File: config.mk
export PLATFORM = sky130hd
export DESIGN_NAME = fp32_fp6_e3m2_converter_flat
export DESIGN_NICKNAME = d
export VERILOG_FILES = /design/src/design/fp6cv_pkg.sv /design/src/design/fp6cv_req_if.sv /design/src/design/fp6cv_rsp_if.sv /design/src/design/fp6cv_unpack.sv /design/src/design/fp6cv_round.sv /design/src/design/fp6cv_pack.sv /design/src/design/fp32_fp6_e3m2_converter.sv /design/src/flat_wrapper.sv
export VERILOG_INCLUDE_DIRS = /design/src /design/src/design
export SDC_FILE = /design/constraint.sdc
export NUM_CORES = 1
export LEC_CHECK = 0
export ABC_AREA = 0
export ABC_CLOCK_PERIOD_IN_PS = 8560
export CORE_MARGIN = 2
export CORE_UTILIZATION = 55
export CTS_CLUSTER_DIAMETER = 120
export DETAILED_ROUTE_END_ITERATION = 8
export DONT_BUFFER_PORTS = 1
export HOLD_SLACK_MARGIN = 0.08
export PLACE_DENSITY = 0.7
export SYNTH_ARGS = -nofsm -noshare
export SYNTH_HDL_FRONTEND = slang
export SYNTH_SLANG_ARGS = --single-unit
File: constraint.sdc
create_clock -name clk -period 8.56 [get_ports clk]
set_clock_uncertainty 0.1 [all_clocks]
set_input_delay 0.428 -clock clk [delete_from_list [all_inputs] [get_ports clk]]
set_output_delay 0.428 -clock clk [all_outputs]
set_load 0.02 [all_outputs]
File: src/design/fp32_fp6_e3m2_converter_macros.svh
// Assertion macros used by the converter's top-level design file.
`ifndef FP32_FP6_E3M2_CONVERTER_MACROS_SVH
`define FP32_FP6_E3M2_CONVERTER_MACROS_SVH

// Same-cycle implication, checked on clk and disabled during reset.
`define FP6CV_ASSERT_SAME(label, ante, cons, msg) \
  label: assert property (@(posedge clk) disable iff (rst) (ante) |-> (cons)) else $error(msg);

// Next-cycle implication, checked on clk and disabled during reset.
`define FP6CV_ASSERT_NEXT(label, ante, cons, msg) \
  label: assert property (@(posedge clk) disable iff (rst) (ante) |=> (cons)) else $error(msg);

`endif

File: src/design/fp6cv_pkg.sv
// Types and constants for the FP32 / E3M2 converter pipeline.
package fp6cv_pkg;

  // Request direction codes.
  localparam logic REQ_ENCODE = 1'b0;
  localparam logic REQ_DECODE = 1'b1;

  // Exponent biases of the two formats.
  localparam int FP32_BIAS = 127;
  localparam int E3M2_BIAS = 3;

  // Field constants.
  localparam logic [7:0] FP32_EXP_ALL_ONES = 8'hFF;
  localparam logic [7:0] FP32_EXP_ZERO = 8'h00;
  localparam logic [4:0] E3M2_MAX_MAG = 5'h1F;

  // Rebiased exponent limits, E3M2 biased scale.
  localparam logic signed [9:0] E3M2_EXP_OVF = 10'sd8;
  localparam logic signed [9:0] E3M2_EXP_SUB_MIN = -10'sd2;
  localparam logic signed [9:0] E3M2_EXP_ZERO = 10'sd0;

  // Input word.
  typedef struct packed {
    logic        req_type;
    logic [31:0] fp32_in;
    logic [5:0]  fp6_in;
  } req_t;

  // After unpack: classification, rebiased exponent and round decision.
  typedef struct packed {
    logic               req_type;
    logic               special;
    logic [5:0]         special_val;
    logic               sign;
    logic signed [9:0]  exp;
    logic [1:0]         man;
    logic               rnd_up;
    logic [5:0]         fp6_in;
  } unpack_t;

  // After rounding; decode result is already formed.
  typedef struct packed {
    logic               req_type;
    logic               special;
    logic [5:0]         special_val;
    logic               sign;
    logic signed [9:0]  exp;
    logic [1:0]         man;
    logic [31:0]        fp32_dec;
  } round_t;

  // Output word.
  typedef struct packed {
    logic [5:0]  fp6_out;
    logic [31:0] fp32_out;
  } rsp_t;

endpackage

File: src/design/fp6cv_req_if.sv
// Request channel interface: valid/ready handshake with the request fields.
interface fp6cv_req_if;
  logic        valid;
  logic        ready;
  logic        req_type;
  logic [31:0] fp32_in;
  logic [5:0]  fp6_in;

  modport source (output valid, output req_type, output fp32_in, output fp6_in, input ready);
  modport sink (input valid, input req_type, input fp32_in, input fp6_in, output ready);
endinterface

File: src/design/fp6cv_rsp_if.sv
// Result channel interface: valid/ready handshake with the result fields.
interface fp6cv_rsp_if;
  logic        valid;
  logic        ready;
  logic [5:0]  fp6_out;
  logic [31:0] fp32_out;

  modport source (output valid, output fp6_out, output fp32_out, input ready);
  modport sink (input valid, input fp6_out, input fp32_out, output ready);
endinterface

File: src/design/fp6cv_unpack.sv
// Stage one: splits the FP32 word, flags special cases and decides rounding.
module fp6cv_unpack (
  input  logic              clk,
  input  logic              rst,
  input  logic              in_valid,
  output logic              in_ready,
  input  fp6cv_pkg::req_t   in_data,
  output logic              out_valid,
  input  logic              out_ready,
  output fp6cv_pkg::unpack_t out_data
);
  import fp6cv_pkg::*;

  logic        sign;
  logic [7:0]  bexp;
  logic [22:0] frac;
  unpack_t     data_next;

  // Field split and classification.
  always_comb begin
    sign = in_data.fp32_in[31];
    bexp = in_data.fp32_in[30:23];
    frac = in_data.fp32_in[22:0];

    data_next = '0;
    data_next.req_type = in_data.req_type;
    data_next.fp6_in = in_data.fp6_in;
    data_next.sign = sign;
    data_next.exp = 10'(bexp) - 10'(FP32_BIAS - E3M2_BIAS);
    data_next.man = frac[22:21];
    // Round to nearest, ties to even, on the two kept mantissa bits.
    data_next.rnd_up = frac[20] && ((frac[19:0] != 20'd0) || frac[21]);

    if (bexp == FP32_EXP_ALL_ONES) begin
      data_next.special = 1'b1;
      if (frac != 23'd0) begin
        data_next.special_val = {1'b0, E3M2_MAX_MAG};
      end else begin
        data_next.special_val = {sign, E3M2_MAX_MAG};
      end
    end else if (bexp == FP32_EXP_ZERO) begin
      data_next.special = 1'b1;
      data_next.special_val = {sign, 5'd0};
    end
  end

  // Pipeline register.
  assign in_ready = !out_valid || out_ready;

  always_ff @(posedge clk) begin
    if (rst) begin
      out_valid <= 1'b0;
    end else if (in_ready) begin
      out_valid <= in_valid;
    end
  end

  always_ff @(posedge clk) begin
    if (in_ready && in_valid) begin
      out_data <= data_next;
    end
  end
endmodule

File: src/design/fp6cv_round.sv
// Stage two: applies the rounding increment and expands the E3M2 decode word.
module fp6cv_round (
  input  logic               clk,
  input  logic               rst,
  input  logic               in_valid,
  output logic               in_ready,
  input  fp6cv_pkg::unpack_t in_data,
  output logic               out_valid,
  input  logic               out_ready,
  output fp6cv_pkg::round_t  out_data
);
  import fp6cv_pkg::*;

  logic [2:0] man_sum;
  logic       d_sign;
  logic [2:0] d_exp;
  logic [1:0] d_man;
  logic [7:0] fexp;
  logic [22:0] fman;
  round_t     data_next;

  always_comb begin
    data_next = '0;
    data_next.req_type = in_data.req_type;
    data_next.special = in_data.special;
    data_next.special_val = in_data.special_val;
    data_next.sign = in_data.sign;

    // Mantissa increment; a carry out moves into the exponent.
    man_sum = {1'b0, in_data.man} + 3'(in_data.rnd_up);
    if (man_sum[2]) begin
      data_next.man = 2'd0;
      data_next.exp = in_data.exp + 10'sd1;
    end else begin
      data_next.man = man_sum[1:0];
      data_next.exp = in_data.exp;
    end

    // Exact decode: subnormals are normalized into FP32 normals.
    d_sign = in_data.fp6_in[5];
    d_exp = in_data.fp6_in[4:2];
    d_man = in_data.fp6_in[1:0];
    if (d_exp == 3'd0) begin
      if (d_man == 2'd1) begin
        fexp = 8'(FP32_BIAS - E3M2_BIAS - 1);
        fman = 23'd0;
      end else begin
        fexp = 8'(FP32_BIAS - E3M2_BIAS);
        fman = {d_man[0], 22'd0};
      end
    end else begin
      fexp = 8'(FP32_BIAS - E3M2_BIAS) + 8'(d_exp);
      fman = {d_man, 21'd0};
    end
    if (in_data.fp6_in[4:0] == 5'd0) begin
      data_next.fp32_dec = {d_sign, 31'd0};
    end else begin
      data_next.fp32_dec = {d_sign, fexp, fman};
    end
  end

  // Pipeline register.
  assign in_ready = !out_valid || out_ready;

  always_ff @(posedge clk) begin
    if (rst) begin
      out_valid <= 1'b0;
    end else if (in_ready) begin
      out_valid <= in_valid;
    end
  end

  always_ff @(posedge clk) begin
    if (in_ready && in_valid) begin
      out_data <= data_next;
    end
  end
endmodule

File: src/design/fp6cv_pack.sv
// Stage three: range handling, subnormal shift and packing of the result word.
module fp6cv_pack (
  input  logic              clk,
  input  logic              rst,
  input  logic              in_valid,
  output logic              in_ready,
  input  fp6cv_pkg::round_t in_data,
  output logic              out_valid,
  input  logic              out_ready,
  output fp6cv_pkg::rsp_t   out_data
);
  import fp6cv_pkg::*;

  logic [1:0] shamt;
  logic [2:0] man_full;
  logic [5:0] enc;
  rsp_t       data_next;

  always_comb begin
    // Right shift of 1.mm by one minus the exponent for subnormal results.
    shamt = 2'd1 - in_data.exp[1:0];
    man_full = {1'b1, in_data.man};

    if (in_data.special) begin
      enc = in_data.special_val;
    end else if (in_data.exp >= E3M2_EXP_OVF) begin
      enc = {in_data.sign, E3M2_MAX_MAG};
    end else if (in_data.exp < E3M2_EXP_SUB_MIN) begin
      enc = {in_data.sign, 5'd0};
    end else if (in_data.exp <= E3M2_EXP_ZERO) begin
      enc = {in_data.sign, 3'd0, 2'(man_full >> shamt)};
    end else begin
      enc = {in_data.sign, in_data.exp[2:0], in_data.man};
    end

    data_next = '0;
    if (in_data.req_type == REQ_DECODE) begin
      data_next.fp32_out = in_data.fp32_dec;
    end else begin
      data_next.fp6_out = enc;
    end
  end

  // Output register.
  assign in_ready = !out_valid || out_ready;

  always_ff @(posedge clk) begin
    if (rst) begin
      out_valid <= 1'b0;
    end else if (in_ready) begin
      out_valid <= in_valid;
    end
  end

  always_ff @(posedge clk) begin
    if (in_ready && in_valid) begin
      out_data <= data_next;
    end
  end
endmodule

File: src/design/fp32_fp6_e3m2_converter.sv
// Top level of the FP32 / OCP MX E3M2 converter: three-stage elastic pipeline.
//
// Converts one word per clock while rsp accepts, in either direction, chosen per
// word by req_type: encode rounds an FP32 pattern to E3M2 (nearest even,
// saturating, subnormal results truncated, no NaN or infinity in the target),
// decode expands an E3M2 pattern exactly into FP32. A word accepted on req
// passes the unpack, round and output registers before it is valid on rsp. The
// three register stages are unpack and round decision, rounding increment (and
// decode), then range handling and the output register. Throughput is one word
// per cycle; each stage holds its word under backpressure and accepts a new one as
// soon as its own register frees up. The unused result field of each word is zero.
`include "fp32_fp6_e3m2_converter_macros.svh"

module fp32_fp6_e3m2_converter (
  input logic        clk,
  input logic        rst,
  fp6cv_req_if.sink   req,
  fp6cv_rsp_if.source rsp
);
  import fp6cv_pkg::*;

  req_t    req_word;
  unpack_t s1_data;
  round_t  s2_data;
  rsp_t    s3_data;
  logic    s1_valid;
  logic    s1_ready;
  logic    s2_valid;
  logic    s2_ready;

  assign req_word.req_type = req.req_type;
  assign req_word.fp32_in = req.fp32_in;
  assign req_word.fp6_in = req.fp6_in;

  // Stage one: unpack and classify.
  fp6cv_unpack u_unpack (
    .clk       (clk),
    .rst       (rst),
    .in_valid  (req.valid),
    .in_ready  (req.ready),
    .in_data   (req_word),
    .out_valid (s1_valid),
    .out_ready (s1_ready),
    .out_data  (s1_data)
  );

  // Stage two: rounding and decode.
  fp6cv_round u_round (
    .clk       (clk),
    .rst       (rst),
    .in_valid  (s1_valid),
    .in_ready  (s1_ready),
    .in_data   (s1_data),
    .out_valid (s2_valid),
    .out_ready (s2_ready),
    .out_data  (s2_data)
  );

  // Stage three: pack into the output register.
  fp6cv_pack u_pack (
    .clk       (clk),
    .rst       (rst),
    .in_valid  (s2_valid),
    .in_ready  (s2_ready),
    .in_data   (s2_data),
    .out_valid (rsp.valid),
    .out_ready (rsp.ready),
    .out_data  (s3_data)
  );

  assign rsp.fp6_out = s3_data.fp6_out;
  assign rsp.fp32_out = s3_data.fp32_out;

  // Checks on the pipeline and the result encoding.
  `FP6CV_ASSERT_SAME(a_one_field_used, rsp.valid && (rsp.fp6_out != 6'd0), rsp.fp32_out == 32'd0, "both result fields nonzero")
  `FP6CV_ASSERT_SAME(a_decode_finite, rsp.valid, rsp.fp32_out[30:23] != FP32_EXP_ALL_ONES, "decode gave NaN or infinity")
  `FP6CV_ASSERT_NEXT(a_mid_stage_holds, s2_valid && !s2_ready, s2_valid, "stalled middle stage lost its word")
  `FP6CV_ASSERT_NEXT(a_first_stage_holds, s1_valid && !s1_ready, s1_valid, "stalled first stage lost its word")

endmodule

File: src/flat_wrapper.sv
// flat-port wrapper written by rule: the top's interface ports become plain ports
module fp32_fp6_e3m2_converter_flat import fp6cv_pkg::*;
  (clk, rst, req_valid, req_req_type, req_fp32_in, req_fp6_in, req_ready, rsp_valid, rsp_fp6_out, rsp_fp32_out, rsp_ready);
  fp6cv_req_if req_i ();
  fp6cv_rsp_if rsp_i ();
  input logic clk;
  input logic rst;
  input wire logic [$bits(req_i.valid)-1:0] req_valid;
  input wire logic [$bits(req_i.req_type)-1:0] req_req_type;
  input wire logic [$bits(req_i.fp32_in)-1:0] req_fp32_in;
  input wire logic [$bits(req_i.fp6_in)-1:0] req_fp6_in;
  output wire logic [$bits(req_i.ready)-1:0] req_ready;
  output wire logic [$bits(rsp_i.valid)-1:0] rsp_valid;
  output wire logic [$bits(rsp_i.fp6_out)-1:0] rsp_fp6_out;
  output wire logic [$bits(rsp_i.fp32_out)-1:0] rsp_fp32_out;
  input wire logic [$bits(rsp_i.ready)-1:0] rsp_ready;
  assign req_i.valid = req_valid;
  assign req_i.req_type = req_req_type;
  assign req_i.fp32_in = req_fp32_in;
  assign req_i.fp6_in = req_fp6_in;
  assign req_ready = req_i.ready;
  assign rsp_valid = rsp_i.valid;
  assign rsp_fp6_out = rsp_i.fp6_out;
  assign rsp_fp32_out = rsp_i.fp32_out;
  assign rsp_i.ready = rsp_ready;
  fp32_fp6_e3m2_converter u_core (.clk(clk), .rst(rst), .req(req_i), .rsp(rsp_i));
endmodule
==> run_results.csv <==
group,metric,value,unit
status,outcome,"completed",
drt,dr_wl_met2,2129,microns
sta,finalSetupTns,0,ps
sta,setup_violations,0,
synth,synth_compound_area_frac,0.05539,
clocking,numCtsBuffers,9,
global_route,grt_first_pass_wirelength,6796,microns
clocking,clk_latency,330,ps
power,power_switching_share,0.1986,
sta,period_share,0.2510,
global_route,antenna_found_initial,0,
synth,synth_top_cell_area_share,0.6489,
power,p_comb_frac,0.058,
synth,synth-seq-cells,65,
synth,synthAdderAreaFrac,0.02181,
drt,via_per_inst,5.318,
power,netSwitchingPower,0.1431,mW
critical_path,worst_r2r_endpoint,"u_core.u_unpack.out_data[14]",
worst_hold_path,hold_start,"req_fp32_in[23]",
die,ioPinCount,83,
place,portBuffers,0,
critical_path,endpoint_kind,"flip-flop",
clocking,cts.sinks,65,
power,seq_power_share,0.536,
drt,drc,0,
global_route,overflow,0,
synth,async_flop_share,0,
drt,routed_wirelength,4170,microns
global_route,grtUsageTotal,0.1521,
drt,maxUsedRoutingLayer,"met4",
critical_path,path_buf_inv,0,
synth,synthMuxAreaShare,0.007414,
sta,relSlewSlack,0.1366,
synth,yosys_warnings,0,
finish,utilization,0.6297,
finish,fin_nets,274,
drt,drt-pass1-iter-count,5,
synth,synth-simple-area-share,0.1278,
synth,synth_top_cells_by_count,"edfxtp_1 (62), buf_4 (24), inv_1 (11), nor2_1 (11), nand2_1 (10)",
die,num_rows,26,
critical_path,critPathRequiredTime,8390,ps
place,dp_slack,6413,ps
worst_hold_path,hold_end,"u_core.u_unpack.out_data[9]",
power,clockPowerShare,0.406,
power,leakage,1.161,nW
worst_hold_path,hold_depth,0,
drt,dr_wl_met3,300,microns
synth,synth_top_family_by_area,"simple AND/OR/NAND/NOR gates",
clocking,ctsResizeCount,0,
critical_path,max_stage_delay,1050,ps
clocking,cts-root-buf,"clkbuf_8",
finish,drive_gt1_frac,0.08297,
clocking,htree_levels,3,
sta,hold_viol,0,
synth,synth_xor_area_frac,0.03663,
drt,wirelength_met1,1658,microns
synth,synth.most_common_cell,"edfxtp_1",
power,ir_drop,0.1162,mV
synth,synth_edf_count,62,
sta,worstMarginPinSlew,1291,ps
clocking,cts_tree,"yes",
synth,avgSynthCellArea,13.73,sq um
place,place.gp.congestion,0.7319,
place,dp_hpwl,2999,microns
critical_path,start_kind,"flip-flop",
die,die_height,76.23,microns
drt,wire_per_inst,13.95,microns
critical_path,rrSetupSlack,6410,ps
worst_hold_path,worstHoldPathType,"input pin to flip-flop",
die,initial_utilization,0.5653,
drt,vias,1590,
synth,synth_top_area_cell,"edfxtp_1",
critical_path,r2r_cells,2,
sta,fin_crit,2149,ps
critical_path,r2r_start,"u_core.u_pack.out_valid",
die,dieArea,0.005810,sq mm
synth,ys_seq_area_frac,0.6699,
power,power_density,225.5,mW/mm^2
sta,fin_ws,6411,ps
clocking,clkTransAtPathRegs,70,ps
drt,dr.first_iter.drc_count,56,
drt,drtAntennaViolNets,0,
power,internal-power,0.5774,mW
synth,syn-instance-count,209,
finish,n_antenna_cell,0,
critical_path,crit_path_cell_trace,"nor2b_1 > a31oi_2",
sta,slew_viol_final,0,
critical_path,worstPathArrival,1980,ps
synth,synth_flop_cell,"edfxtp_1",
critical_path,slowest_stage,"a31oi_2",
critical_path,crit_family,"compound AO/OA/AOI/OAI gates",
die,die_w,76.23,microns
synth,ys_types,36,
sta,fmax,465.4,MHz
synth,netlist_top_cells_area,"edfxtp_1 (65%), buf_4 (6.3%), xnor2_1 (2.7%), ha_1 (2.2%), dfxtp_1 (2.1%)",
critical_path,crit_fanout,23,
clocking,cts_max_path_buffers,2,
global_route,grt_pass1_vias,1616,
die,coreArea,0.005075,sq mm
global_route,grt_start_max_net_pins,26,
finish,fill_cells,380,
job,max_cap_violations,0,
synth,synth_area,0.002869,sq mm
finish,syn2layout_area_growth,11.38,%
sta,rsz0062_at_grt,"no",
critical_path,crit_type,"flip-flop to flip-flop",
[final cells by class]
type	count	area, sq um	share of cell area
inverters	11	41.29	0.01292
well taps	70	87.58	0.02741
clock inverters	4	93.84	0.02937
repair buffers	12	120.1	0.03759
multi-input cells	127	803.3	0.2514
flip-flops and latches	65	1922	0.6014
clock buffers	10	127.6	0.03994
[cell usage in the layout (no fill, tap or decap), types with 3 or more instances in the layout]
| master | count |
|---|---|
| nor2b_1 | 4 |
| nor3_1 | 4 |
| nand3_1 | 5 |
| xnor2_1 | 9 |
| edfxtp_1 | 62 |
| and3_1 | 3 |
| a21oi_1 | 9 |
| nand4_1 | 7 |
| clkbuf_8 | 9 |
| nor4_1 | 5 |
| conb_1 | 21 |
| dfxtp_1 | 3 |
| dlygate4sd3_1 | 12 |
| nor2_1 | 11 |
| ha_1 | 5 |
| and2_1 | 8 |
| nand2_1 | 10 |
| xor2_1 | 3 |
| bufinv_16 | 3 |
| inv_1 | 11 |
[sequential cells by signal (all words and copies together) (netlist names)]
signal,cells
u_core.u_round.out_valid,1
u_core.u_unpack.out_data,23
u_core.u_pack.out_data,14
u_core.u_pack.out_valid,1
u_core.u_unpack.out_valid,1
u_core.u_round.out_data,25
[per-stage QoR]
step | area (sq um) | hold slack [ps] | power [mW] | instances
final | 3196 | 102.1 | 0.7205 | 299
after CTS | 3196 | 80.43 | 0.7255 | 299
after global routing | 3196 | 84.66 | 0.7437 | 299
after global placement | 2854 | 311.7 | 0.4269 | 273
after detailed placement | 2854 | 315.1 | 0.4298 | 273
after floorplan | 2944 | 300.3 | 0.4286 | 229
[worst max path at each step]
stage                       startpoint                           end  slack [ps]  cells past startpoint
5_1_grt        u_core.u_pack.out_valid  u_core.u_unpack.out_data[14]        6290                      2
6_report       u_core.u_pack.out_valid  u_core.u_unpack.out_data[14]        6410                      2
3_5_place_dp   u_core.u_pack.out_valid  u_core.u_unpack.out_data[13]        6410                      2
2_1_floorplan  u_core.u_pack.out_valid   u_core.u_round.out_data[21]        5570                      2
4_1_cts        u_core.u_pack.out_valid  u_core.u_unpack.out_data[15]        6390                      2
3_3_place_gp   u_core.u_pack.out_valid  u_core.u_unpack.out_data[15]        6500                      2
[routing by layer]
metal,vias to the layer above,global-route usage
met5,-,0
met4,0,0.09636
met3,10,0.05213
met2,88,0.2522
met1,733,0.1673
li1,759,-
[power groups by stage]
stage / logic (mW) / clock network, mW / registers, mW
after floorplan: 0.0398 / 0 / 0.389
after global placement: 0.0351 / 0 / 0.392
after detailed placement: 0.0369 / 0 / 0.393
after CTS: 0.0421 / 0.297 / 0.386
after global routing: 0.0469 / 0.308 / 0.389
final: 0.0420 / 0.292 / 0.386
[logic make-up (layout without fill, tap and decap cells)]
family	count (synthesis)	in the layout
buf+inv	37	37
simple gates	64	64
flops	65	65
compound gates	23	23
mux	2	2
fa+ha+maj	5	5
xor+xnor	12	12
other cells	1	21
[timing repair]
item / 4_1_cts / 5_1_grt
setup buffers: 0 / 0
hold buffers: 12 / 0
hold endpoints to repair: 14 / 0
Power figures use the tool's default switching activity.
